$ cat src/sv/lip_pkg.sv
// Shared constants and types of the line intersection point block.
package lip_pkg;

    localparam int OUT_W = 24;
    localparam longint OUT_MAX = 64'sd8388607;
    localparam longint OUT_MIN = -64'sd8388608;
    // Quotients above this magnitude are clamped without adding the start point.
    localparam longint Q_LIMIT = 64'sd1099511627776;
    localparam int Q_DEPTH = 4;

    typedef struct packed {
        logic full;
        logic empty;
    } t_q_stat;

endpackage

$ cat src/sv/lip_queue.sv
// Small request queue between the front end and the back end.
module lip_queue import lip_pkg::*; #(
    parameter int WIDTH = 103
) (
    input  logic             i_clk,
    input  logic             i_rst_n,
    input  logic             i_push,
    input  logic [WIDTH-1:0] i_data,
    input  logic             i_pop,
    output logic [WIDTH-1:0] o_data,
    output t_q_stat          o_stat
);
    localparam int AW = (Q_DEPTH > 1) ? $clog2(Q_DEPTH) : 1;
    localparam int CW = $clog2(Q_DEPTH + 1);

    logic [WIDTH-1:0] r_mem [0:Q_DEPTH-1];
    logic [AW-1:0]    r_wr, r_rd;
    logic [CW-1:0]    r_count, n_count;
    logic             do_push, do_pop;

    assign o_stat.full  = (r_count == CW'(Q_DEPTH));
    assign o_stat.empty = (r_count == '0);
    assign do_push      = i_push && !o_stat.full;
    assign do_pop       = i_pop && !o_stat.empty;
    assign o_data       = r_mem[r_rd];

    always_comb begin
        n_count = r_count;
        if (do_push && !do_pop) begin
            n_count = r_count + 1'b1;
        end else if (do_pop && !do_push) begin
            n_count = r_count - 1'b1;
        end
    end

    always_ff @(posedge i_clk) begin
        if (!i_rst_n) begin
            r_wr    <= '0;
            r_rd    <= '0;
            r_count <= '0;
        end else begin
            r_count <= n_count;
            if (do_push) begin
                r_wr <= (r_wr == AW'(Q_DEPTH - 1)) ? '0 : r_wr + 1'b1;
            end
            if (do_pop) begin
                r_rd <= (r_rd == AW'(Q_DEPTH - 1)) ? '0 : r_rd + 1'b1;
            end
        end
    end

    always_ff @(posedge i_clk) begin
        if (do_push) begin
            r_mem[r_wr] <= i_data;
        end
    end
endmodule

$ cat config.mk
export PLATFORM = sky130hd
export DESIGN_NAME = lip_queue
export DESIGN_NICKNAME = d
export VERILOG_FILES = /design/src/sv/lip_pkg.sv /design/src/sv/lip_queue.sv
export SDC_FILE = /design/constraint.sdc
export NUM_CORES = 1
export LEC_CHECK = 0
export ABC_AREA = 1
export BUFFER_PORTS_ARGS = -buffer_cell sky130_fd_sc_hd__clkbuf_2
export CORE_ASPECT_RATIO = 0.5
export CORE_MARGIN = 5
export CORE_UTILIZATION = 40
export CTS_BUF_LIST = sky130_fd_sc_hd__clkbuf_16
export CTS_CLUSTER_DIAMETER = 150
export DETAILED_ROUTE_END_ITERATION = 10
export PLACE_DENSITY_LB_ADDON = 0.15
export SLEW_MARGIN = 25
export SYNTH_ARGS = -nofsm -noshare
export SYNTH_HDL_FRONTEND = slang
export SYNTH_SLANG_ARGS = --single-unit
$ cat constraint.sdc
create_clock -name i_clk -period 6.6 [get_ports i_clk]
set_input_delay 0.66 -clock i_clk [delete_from_list [all_inputs] [get_ports i_clk]]
set_output_delay 0.66 -clock i_clk [all_outputs]
set_load 0.02 [all_outputs]
==> Word level (Yosys, flattened, before mapping) <==
Memories as Yosys holds them, arrays and structs flattened. A register that Yosys moved wholly into a read port is not among the register bits.
Index checks and enable logic that the tools add are counted.
{ "classes": {"mux": 8, "n_reduce_logical": 10, "eq_ne": 3, "addsub": 4} }
{ "ops": {"columns": ["op", "count"], "rows": [
  ["2-to-1 mux 2 bit", 4],
  ["2-to-1 mux 3 bit", 2],
  ["adder 2 x 1 -> 2 bit, second input constant", 2],
  ["== test 2 bit, second input constant", 2],
  ["logical AND 1 bit", 4],
  ["zero test 1 bit", 4],
  ["adder 3 x 1 -> 3 bit, second input constant", 1],
  ["== test 3 bit, second input constant", 1],
  ["zero test 3 bit", 1],
  ["subtractor 3 x 1 -> 3 bit, second input constant", 1],
  ["2-to-1 mux 1 bit", 2],
  ["nonzero test 2 bit", 1]
]} }
{ "totals": {"out_inout_bits": 105, "register_bits": 7, "inputBits": 107, "wordCells": 29, "ram_bits": 412, "n_memories": 1} }
{ "mem_list": {"columns": ["name", "words", "word_bits", "rd", "rd_ports_with_merged_regs", "write_ports", "line_no", "rtl"], "rows": [
  ["r_mem", 4, 103, 1, 1, 1, "lip_queue.sv:16", "logic [WIDTH-1:0] r_mem [0:Q_DEPTH-1];"]
]} }

==> Logic depth before layout (Yosys ltp) <==
{ "logic_depth": {"ltp_word": 7, "ltp_mapped": 13, "depth_no_buf": 13} }

==> Worst setup path after synthesis <==
OpenSTA, ideal clock, no wires.
{ "synth_timing": {"path_kind": "input port to flip-flop", "startpoint": "input i_push", "endpoint": "memory r_mem[0][0] (enable)", "required_ns": 6.034, "n_path_buf": 0, "path_stages": 2, "setup_time_ns": 0.566, "t_arrival_ns": 5.059, "setup_slack_ns": 0.975, "cell_sequence": "nand2_1 -> nor2_1"} }
{ "synth_between": {"elab_chain_cells": 3} }
{ "synth_rtl": {"columns": ["element", "line_no", "rtl"], "rows": [
  ["start: declaration", "lip_queue.sv:7", "input logic i_push,"],
  ["logical AND 1 bit", "lip_queue.sv:23", "assign do_push = i_push && !o_stat.full;"],
  ["2-to-1 mux 1 bit", "lip_queue.sv:53", "if (do_push) begin"],
  ["2-to-1 mux 1 bit (implied by the code)", "lip_queue.sv:54", "r_mem[r_wr] <= i_data;"],
  ["end: declaration", "lip_queue.sv:16", null]
]} }
No other way between the ends.

==> metrics.md <==
| Metric | Value |
|---|---|
| Status | `finished clean` |
| Area of the multi-input gates | `2740 sq um` |
| Synthesized instance count | `1068` |
| Leakage power | `6.51 nW` |
| CTS root buf | `clkbuf_16` |
| Most frequent cells in the layout | `412 x edfxtp_1, 217 x nor2_1, 211 x clkbuf_2, 202 x o21ai_0, 103 x o22ai_1` |
| Most common cell after layout, fill and taps aside | `edfxtp_1` |
| Vias post-DR | `9298` |
| CTS clock-pin slew for the worst setup and hold paths | `0.07 ns` |
| Clock sink count | `421` |
| Total of max-cap violations | `0` |
| Die ar. | `43600 sq um` |
| Yosys reg bits | `421` |
| Mux cell area share after synthesis | `0%` |
| Worst slack at placement | `3.39 ns` |
| RePlAce Congestion | `0.733` |
| Endpoints failing setup | `0` |
| Initial DRC Count | `718` |
| Crit Reg-Reg Endpoint | `r_mem[1][58]` |
| WHS Path Cells | `1` |
| Post-synthesis cell area | `15700 sq um` |
| Via/cell ratio | `5.09` |
| Chip height | `150 um` |
| Crit-path cells | `inv_6 > buf_4 > o21ai_0 > o22ai_1 > clkbuf_2` |
| Count of buffer and inverter cells on the critical path | `3` |
| Reg2reg start | `r_count[0]` |
| I/O pin count | `212` |
| Synth Area in XOR/XNOR | `0%` |
| Worst setup margin | `2.87 ns` |
| Synthesized Nets | `1182` |
| Die width | `290 um` |
| H-tree depth | `2` |
| Top cells by area, synth | `edfxtp_1 79%, o21ai_0 6.4%, nor2_1 5.3%` |
| Arrival time at the worst endpoint | `3.07 ns` |
| Reg2reg path depth | `5` |
| Switching share of power | `33.7%` |
| CP Class | `register to output pin` |
| Yosys top cell area share | `78.7%` |
| TritonCTS Buffers | `39` |
| Average size of a mapped cell | `14.7 sq um` |
| Crit path max-delay family | `buffers and inverters` |
| R2R Setup Slk | `3.88 ns` |
| Clk_skew | `0.0113 ns` |
| Synth Area in Compound Gates | `10.8%` |
| Register area | `12600 sq um` |
| Largest family of logic cells by synthesized area | `compound AO/OA/AOI/OAI gates` |
| Final HPWL DP | `21.1 mm` |
| Core area | `38900 sq um` |
| Synth Area in Simple Gates | `5.79%` |
| Maximum clock rate | `268 MHz` |
| Post-cts resize count | `0` |
| CTS Hold Bufs | `0` |
| Fin nets | `1383` |
| Pint | `0.00519 W` |
| CP max stage delay | `0.82 ns` |
| Flop pwr share | `42.7%` |
| Worst-Margin Slew | `0.993 ns` |
| Final Hold Vio Count | `0` |
| Comb pwr share | `28.6%` |
| Setup TNS | `0 ns` |
| Final worst path period share | `56.6%` |
| CP endpoint kind | `output pin` |
| Layout cells sized above 1 | `22.3%` |
| Total setup buffers inserted after CTS | `0` |
| Initial antenna violation count | `2` |
| Row cnt | `51` |
| Gr ovfl total | `0` |
| First-pass GRT wire length | `55.0 mm` |
| Final core utilization | `47.7%` |
| Vias in the first global route | `9664` |
| Psw | `0.00264 W` |
| Min Tclk post-route | `3.73 ns` |
| Biggest area consumer among synthesized cells | `edfxtp_1` |
| Synth Warn # | `0` |
| Seq/Total Area, Yosys | `79.9%` |
| Critical-path top delay cell | `buf_4` |
| WL/cell | `20.0 um` |
| Hold Path Sink | `r_mem[1][90]` |
| Synthesized-area fraction occupied by adder cells | `0.605%` |
| Pin count of the biggest net entering global routing | `116` |
| Fillers | `3364` |
| Drt drc | `0` |
| Pwr Total | `0.00783 W` |
| Netlist cell types | `19` |
| RSZ-0062 raised after global routing | `false` |
| CTS Buffer Depth | `3` |
| Hold/Removal Path Class | `input pin to register` |
| Slew Limit Headroom | `33.8%` |
| Peak supply drop | `209 uV` |
| Synth-to-layout area growth | `18.0%` |
| DRT Pass-1 Iters | `5` |
| IO buf count | `211` |
| Clock power frac | `28.7%` |
| Total GRT Usage | `16.2%` |
| P per Cell Area | `422 nW/um^2` |
| Hold path start | `i_data[90]` |
| Critical Path Start Type | `register` |
| Starting Density | `40.4%` |
| Final wirelength | `36.5 mm` |
| Clk_lat worst skew | `0.53 ns` |
| CP Data Required Time | `5.94 ns` |
| Max-slew violations | `0` |
| TritonCTS clock tree | `built` |
| Antenna-violating nets left | `0` |
| CP max FO | `115` |
## synth_stat cells
library cell and number:
o21ai_1 6, buf_6 14, nand2_1 15, nand3_1 2
a21oi_1 3, nand3b_1 1, edfxtp_1 412, o22ai_1 103
nor2_1 221, inv_6 1, buf_4 5, ha_1 6
fa_1 1, buf_2 8, inv_1 18, o21ai_0 202
clkbuf_1 40, dfxtp_1 9, nand4_1 1
## cell type report
cell class	count	share of cell area [%]
Clock inverter	25	1.30
Inverter	19	0.412
Tap cell	530	3.58
Multi-Input combinational cell	561	14.7
Clock buffer	41	5.53
Timing Repair Buffer	227	6.69
Sequential cell	421	67.7
Antenna cell	1	0.0135
## worst max-delay path by stage
stage / endpoint / slack [ns] / cells after the start
floorplan: r_mem[0][0] / 0.97 / 2
global placement: r_mem[0][0] / 3.41 / 4
detailed placement: o_data[13] / 3.39 / 5
CTS: o_data[13] / 2.82 / 5
global route: o_data[31] / 2.58 / 5
finish: o_data[48] / 2.87 / 5
## routing by layer
metal / vias up / wire length [um] / track usage [%]
li1: 4424 / - / -
met1: 4679 / 15600 / 20.4
met2: 140 / 18900 / 29.5
met3: 53 / 1270 / 3.20
met4: 2 / 678 / 3.89
met5: - / 13 / 0
## registers in the layout (all words and copies together) (netlist names), named ones only
register  count
r_mem       412
r_count       3
r_rd          2
r_wr          2
## power groups by stage
stage / combinational (W) / sequential (W) / clock (W)
final: 0.00224 / 0.00334 / 0.00225
after global routing: 0.00244 / 0.00336 / 0.00243
after CTS: 0.00229 / 0.00334 / 0.00230
after detailed placement: 0.00228 / 0.00340 / 0
after global placement: 0.00222 / 0.00339 / 0
after floorplan: 0.00147 / 0.00341 / 0
## cell families (layout without fill, tap and decap cells)
family / count (synthesis) / in the layout
AND/OR/NAND/NOR: 240 / 240
flip-flops: 421 / 421
AO/OA/AOI/OAI: 314 / 314
buffers and inverters: 86 / 312
adder cells (fa/ha/maj): 7 / 7
other: 0 / 1
## stage by stage
stage / instance area (sq um) / hold WS (ns) / std cells
2_1_floorplan: 15700 / 0.480 / 1068
3_5_place_dp: 17300 / 0.519 / 1758
6_report: 18500 / 0.345 / 1825
4_1_cts: 18500 / 0.317 / 1824
3_3_place_gp: 17200 / 0.494 / 1755
5_1_grt: 18500 / 0.317 / 1825
(Power assumes the default switching activity.)
