--- config.mk ---
export PLATFORM = sky130hd
export DESIGN_NAME = lip_front
export DESIGN_NICKNAME = d
export VERILOG_FILES = /design/src/sv/lip_pkg.sv /design/src/sv/lip_front.sv
export SDC_FILE = /design/constraint.sdc
export NUM_CORES = 2
export LEC_CHECK = 0
export BUFFER_PORTS_ARGS = -buffer_cell sky130_fd_sc_hd__buf_2
export CAP_MARGIN = 25
export CORE_UTILIZATION = 50
export CTS_CLUSTER_SIZE = 16
export DETAILED_ROUTE_END_ITERATION = 12
export MAX_ROUTING_LAYER = met4
export PLACE_DENSITY = 0.7
export SYNTH_ARGS = -nofsm -noshare
export SYNTH_HDL_FRONTEND = slang
export SYNTH_SLANG_ARGS = --single-unit
--- constraint.sdc ---
create_clock -name i_clk -period 24.2 [get_ports i_clk]
set_input_delay 2.42 -clock i_clk [delete_from_list [all_inputs] [get_ports i_clk]]
set_output_delay 2.42 -clock i_clk [all_outputs]
set_load 0.02 [all_outputs]
--- src/sv/lip_pkg.sv ---
// Shared constants and types of the line intersection point block.
package lip_pkg;

    localparam int OUT_W = 24;
    localparam longint OUT_MAX = 64'sd8388607;
    localparam longint OUT_MIN = -64'sd8388608;
    // Quotients above this magnitude are clamped without adding the start point.
    localparam longint Q_LIMIT = 64'sd1099511627776;
    localparam int Q_DEPTH = 4;

    typedef struct packed {
        logic full;
        logic empty;
    } t_q_stat;

endpackage

--- src/sv/lip_front.sv ---
// Front end: differences, cross products, determinant and parallel check.
module lip_front import lip_pkg::*; #(
    parameter int COORD_BITS = 12
) (
    input  logic                  i_clk,
    input  logic                  i_rst_n,
    input  logic                  i_valid,
    output logic                  o_ready,
    input  logic [COORD_BITS-1:0] i_ox0,
    input  logic [COORD_BITS-1:0] i_oy0,
    input  logic [COORD_BITS-1:0] i_ox1,
    input  logic [COORD_BITS-1:0] i_oy1,
    input  logic [COORD_BITS-1:0] i_ux0,
    input  logic [COORD_BITS-1:0] i_uy0,
    input  logic [COORD_BITS-1:0] i_ux1,
    input  logic [COORD_BITS-1:0] i_uy1,
    input  t_q_stat               i_qstat,
    output logic                  o_push,
    output logic [8*COORD_BITS+6:0] o_entry
);
    localparam int C  = COORD_BITS;
    localparam int PW = 2 * C + 2;

    logic r_v1, r_v2, r_v3;
    logic adv;

    logic        [C-1:0] r1_ox, r1_oy;
    logic signed [C:0]   r1_dox, r1_doy, r1_dux, r1_duy, r1_ex, r1_ey;

    logic        [C-1:0]  r2_ox, r2_oy;
    logic signed [C:0]    r2_dox, r2_doy;
    logic signed [PW-1:0] r2_p0, r2_p1, r2_p2, r2_p3;

    logic        [C-1:0]  r3_ox, r3_oy;
    logic signed [C:0]    r3_dox, r3_doy;
    logic signed [PW-1:0] r3_d0, r3_d1;

    // Advance the whole front unless its last stage waits on a full queue.
    assign adv     = !r_v3 || !i_qstat.full;
    assign o_ready = adv;
    assign o_push  = r_v3 && !i_qstat.full;
    assign o_entry = {r3_ox, r3_oy, r3_dox, r3_doy, r3_d0, r3_d1, (r3_d0 == '0)};

    always_ff @(posedge i_clk) begin
        if (!i_rst_n) begin
            r_v1 <= 1'b0;
            r_v2 <= 1'b0;
            r_v3 <= 1'b0;
        end else if (adv) begin
            r_v1 <= i_valid;
            r_v2 <= r_v1;
            r_v3 <= r_v2;
        end
    end

    always_ff @(posedge i_clk) begin
        if (adv) begin
            r1_ox  <= i_ox0;
            r1_oy  <= i_oy0;
            r1_dox <= $signed({1'b0, i_ox1}) - $signed({1'b0, i_ox0});
            r1_doy <= $signed({1'b0, i_oy1}) - $signed({1'b0, i_oy0});
            r1_dux <= $signed({1'b0, i_ux0}) - $signed({1'b0, i_ux1});
            r1_duy <= $signed({1'b0, i_uy0}) - $signed({1'b0, i_uy1});
            r1_ex  <= $signed({1'b0, i_ux0}) - $signed({1'b0, i_ox0});
            r1_ey  <= $signed({1'b0, i_uy0}) - $signed({1'b0, i_oy0});

            r2_ox  <= r1_ox;
            r2_oy  <= r1_oy;
            r2_dox <= r1_dox;
            r2_doy <= r1_doy;
            r2_p0  <= PW'(r1_dox) * PW'(r1_duy);
            r2_p1  <= PW'(r1_doy) * PW'(r1_dux);
            r2_p2  <= PW'(r1_ex) * PW'(r1_duy);
            r2_p3  <= PW'(r1_ey) * PW'(r1_dux);

            r3_ox  <= r2_ox;
            r3_oy  <= r2_oy;
            r3_dox <= r2_dox;
            r3_doy <= r2_doy;
            r3_d0  <= r2_p0 - r2_p1;
            r3_d1  <= r2_p2 - r2_p3;
        end
    end
endmodule

Yosys cells after proc, flatten, opt, wreduce, memory -nomap -nowiden --
Cells that the tools add are included.
Word-level totals: register bits after elaboration 361, bits of input ports 101, logic and storage cells 42
Operators by class: multipliers 4, add/sub/neg operators 8, reduce and logical (&&, ||, !) cells 5
Operator list (number):
- multiplier 13 x 13 -> 26 bit | 4
- subtractor 12 x 12 -> 13 bit | 6
- subtractor 26 bit | 2
- zero test 26 bit | 1
- zero test 1 bit | 2
- logical AND 1 bit | 1
- logical OR 1 bit | 1

Depth between registers and ports, before layout --
depth after elaboration 2, gate-level depth with buffers 23, depth with buffers taken out 22

Least setup slack after synthesis --
Ideal clock, no wire load.
path kind in2out, from in i_qstat[1] (netlist name), to out o_ready, arrival time 10.055 ns, path slack 11.725 ns, required time 21.780 ns, buffers on the path 0, stages on the path 1, path through nand2_1
On the way: word-level cells in the longest chain between the ends 2
RTL lines:
- from (decl) | line lip_front.sv:17 | input t_q_stat i_qstat,
- zero test 1 bit | line lip_front.sv:39 | assign adv = !r_v3 || !i_qstat.full;
- logical OR 1 bit | line lip_front.sv:39
- to (decl) | line lip_front.sv:8 | output logic o_ready,
No other way between the ends.

Final worst setup path --
from reg r1_ey[7], to reg r2_p3[25] (data pin)
On the way: word-level cells in the longest chain between the ends 1
RTL lines:
- from (decl) | line lip_front.sv:28 | logic signed [C:0] r1_dox, r1_doy, r1_dux, r1_duy, r1_ex, r1_ey;
- from (signal assigned) | line lip_front.sv:65 | r1_ey <= $signed({1'b0, i_uy0}) - $signed({1'b0, i_oy0});
- multiplier 13 x 13 -> 26 bit | line lip_front.sv:74 | r2_p3 <= PW'(r1_ey) * PW'(r1_dux);
- to (signal assigned) | line lip_front.sv:74
- to (decl) | line lip_front.sv:32 | logic signed [PW-1:0] r2_p0, r2_p1, r2_p2, r2_p3;
No other way between the ends. A chain may end at the register's enable or synchronous reset.

==> results list <==
* Dpl cell area: 0.04437 mm2
* Initial standard-cell utilization of the core: 50.52%
* Area enclosed by the die boundary: 0.08559 mm2
- The path class of the tightest hold or removal check is flip-flop to flip-flop.
- Fraction of met1 tracks used by global routing: 33.81%
- Clock root buffer: clkbuf_16
- The post-route netlist has 7.284% of its cells at a drive strength greater than 1.
- Arrival @ worst endpoint: 7130 ps
- The floorplan has 106 rows.
* Unrepaired setup endpoints after global routing: false
- The final count of hold timing violations came to 0.
- Of the total synthesized cell area, the portion taken by XOR and XNOR cells is 3.673%.
* Proportion of synthesized flip-flops having asynchronous set or reset: 0%
- Among the stages of the critical path, the cell type that occurs most often is fa_1.
* Yosys warnings: 0
- Nets@finish: 5,412
- Entering global routing, the biggest net connects 159 pins.
* Number of storage elements in the synthesis netlist: 361
* Fill cells: 7,296
- After clock tree synthesis, the flow added hold-fix buffers numbering 0.
* Commonest cells after routing, fill and taps aside: inv_1, fa_1, nand2_1
* Finished layout cell area: 0.04595 mm2
- The number of nets in the synthesized netlist is 5,240.
* HPWL after DPL: 75.38 mm
* Core area: 0.08356 mm2
- TritonCTS built the clock tree.
* Post-Route Hold Slack: 402.0 ps
- Overall routed net length: 96.16 mm
- Traced cell by cell, the critical path runs through and2_1 -> fa_1 -> inv_1 -> fa_1 -> inv_1 -> fa_1 -> inv_1 -> fa_1 -> inv_1 -> fa_1 -> ha_1 -> ha_1 -> o21a_1 -> o31ai_1 -> a21oi_1 -> o2111a_1 -> o21ai_0 -> a31oi_1 -> nor4_1 -> a311oi_1.
* Relative max-transition margin: 27.06%
- Die height: 292.6 um
* GP Congestion: 0.8818
* Post-synthesis adder-cell area fraction: 42.67%
- The number of clock buffers added by TritonCTS is 44.
- For this block, the via count after detailed routing is 28,080.
- Final setup viols: 0
- Detailed-route vias per instance: 5.222
- Post-route setup TNS: 0 ps
* Reg clk slew, reported paths: 60 ps
- For this run, global-route usage on met2 was measured as 37.97%.
- Yosys mapped a number of flops with a built-in enable equal to 358.
- Top Usage Layer GRT: met2
* Portion of the post-synthesis area used by sequential elements: 25.61%
* Worst Max-Slew Pin Slew: 1094 ps
- Summing every instance area after synthesis gives 0.04221 mm2.
* Post-detailed-route count of antenna-violating nets: 0
- The floorplan step set the die width to 292.6 um.
* Max capacitance violation total: 0
- Post_cts resized: 0
* Slowest library cell on the worst path: a311oi_1
- Crit path required time: 24,440 ps
- Summing the areas of all compound-gate instances in the mapped netlist gives 6.418% of the synthesized area.
- On the worst path, the slowest cell contributes a delay of 870 ps.
- The first global-routing pass estimated 157.1 mm of wire.
- Derived from the worst setup path, the maximum achievable clock frequency is 145.1 MHz.
* Post-route minimum period: 6890 ps
- Top-Level Pins: 206
- Number of port buffers: 204
* Final period util: 28.47%
- At the later pin of the worst-skew pair, clock insertion delay measures 610 ps.
* Most common cell after layout, fill and taps aside: inv_1
* Max Clock Skew: 36.70 ps
* Fraction of the core area covered by cells at the end of the flow: 55.00%
- In the synthesized netlist, the number of instances is 4,093.
* Mean instance size in the synthesized netlist: 10.31 um2
* Global-route usage over all layers: 24.17%
- Post-CTS setup buffer count: 0
- Sort of element at the start of the critical path: flip-flop
- Global routing met3 resource utilization: 2.679%
- Summed over all layers, the global routing overflow is 0.
- The worst setup path is of the flip-flop to flip-flop kind.
- After synthesis, the share of cell area in mux cells is 0.02371%.
* Most used DFF post-synth: edfxtp_1
- For this run, design rule violations remaining after detail routing come to 0.
- After synthesis, the largest family of logic cells by area is adder cells.
- The worst setup path is captured at a flip-flop.
- Number of global-route vias before repair: 29,010
- For this design, the sink count on the clock tree is 361.
* Crit path max fanout: 13
- The first detailed-routing pass took 7 iterations.
- Relative to the synthesized area, the layout overhead comes to 8.872%.
- Antenna violations before repair: 1
- Largest buffer count on any clock path: 3
- Post-synthesis simple-gate area fraction: 12.87%
* Fin. max-slew vios: 0
- Result of the run: completed
- Yosys mapped the design onto 65 distinct sky130hd cell types.
* DRC violation total after the first TritonRoute iteration: 1,776
- In the final routed layout, each cell accounts on average for 17.88 um.
* H-Tree Level Count: 2
flip-flops by register name, summed over array words and instances (netlist names), 26 cells and up:
register and count:
r3_d1 26, r2_p3 26, r2_p1 26, r2_p2 26, r2_p0 26, r3_d0 26
worst max-delay path, delay by kind of cell, from the launching register on:
kind,cells,cell delay (ps)
compound gates,7,2040
fa+ha+maj,7,3210
buf+inv,4,240
flops,1,660
simple gates,2,390
worst paths after layout:
| check | slack [ps] | end | depth (start not counted) | startpoint |
|---|---|---|---|---|
| worst max-delay path | 17310 | r2_p3[25]$_DFFE_PP_ | 20 | r1_ey[7]$_DFFE_PP_ |
| worst min-delay path | 400 | r3_ox[2]$_DFFE_PP_ | 0 | r2_ox[2]$_DFFE_PP_ |
| worst min register to register | 400 | r3_ox[2]$_DFFE_PP_ | 0 | r2_ox[2]$_DFFE_PP_ |
| worst max register to register | 17310 | r2_p3[25]$_DFFE_PP_ | 20 | r1_ey[7]$_DFFE_PP_ |
layer usage:
layer	share of wire [%]	up-vias	wire length [um]
li1	-	13250	-
met1	46	13980	44220
met2	46	755	44610
met3	5.5	104	5276
met4	2.1	0	2050
met5	0	-	0
per-stage QoR:
step                cells  setup WS (ps)
floorplan            4093          11720
global placement     5293          17400
detailed placement   5294          17370
CTS                  5372          17320
global route         5377          17090
finish               5378          17310
kinds of logic after synthesis:
group | after synthesis
flip-flops | 361
buffers and inverters | 982
adder cells (fa/ha/maj) | 1046
multiplexers | 1
AND/OR/NAND/NOR | 1119
AO/OA/AOI/OAI | 407
XOR/XNOR | 177
synthesized netlist by cell type (39+ instances only):
cell type | number | area share [%]
nor3_1 | 49 | 0.58
clkbuf_1 | 106 | 0.94
edfxtp_1 | 358 | 25
inv_1 | 874 | 7.8
ha_1 | 390 | 12
nor2b_1 | 42 | 0.62
xnor2_1 | 141 | 2.9
nand3_1 | 39 | 0.46
fa_1 | 656 | 31
a21oi_1 | 105 | 1.2
nor2_1 | 187 | 1.7
nand2_1 | 406 | 3.6
a21o_1 | 41 | 0.73
and2_1 | 305 | 4.5
o21ai_0 | 88 | 1.0
cell type report:
class	instances	area (um2)	area share, %
diodes	1	2.502	0.005445
inverters	876	3288	7.155
multi-input cells	2750	27720	60.32
well taps	1080	1351	2.941
flip-flops and latches	361	10810	23.52
clock buffers	53	1156	2.516
clock inverters	25	284.0	0.6181
repair buffers	232	1341	2.919
Power is left out: the tool's default activity adds up to more than one toggle a clock period on the data nets, which glitch-free logic cannot reach.
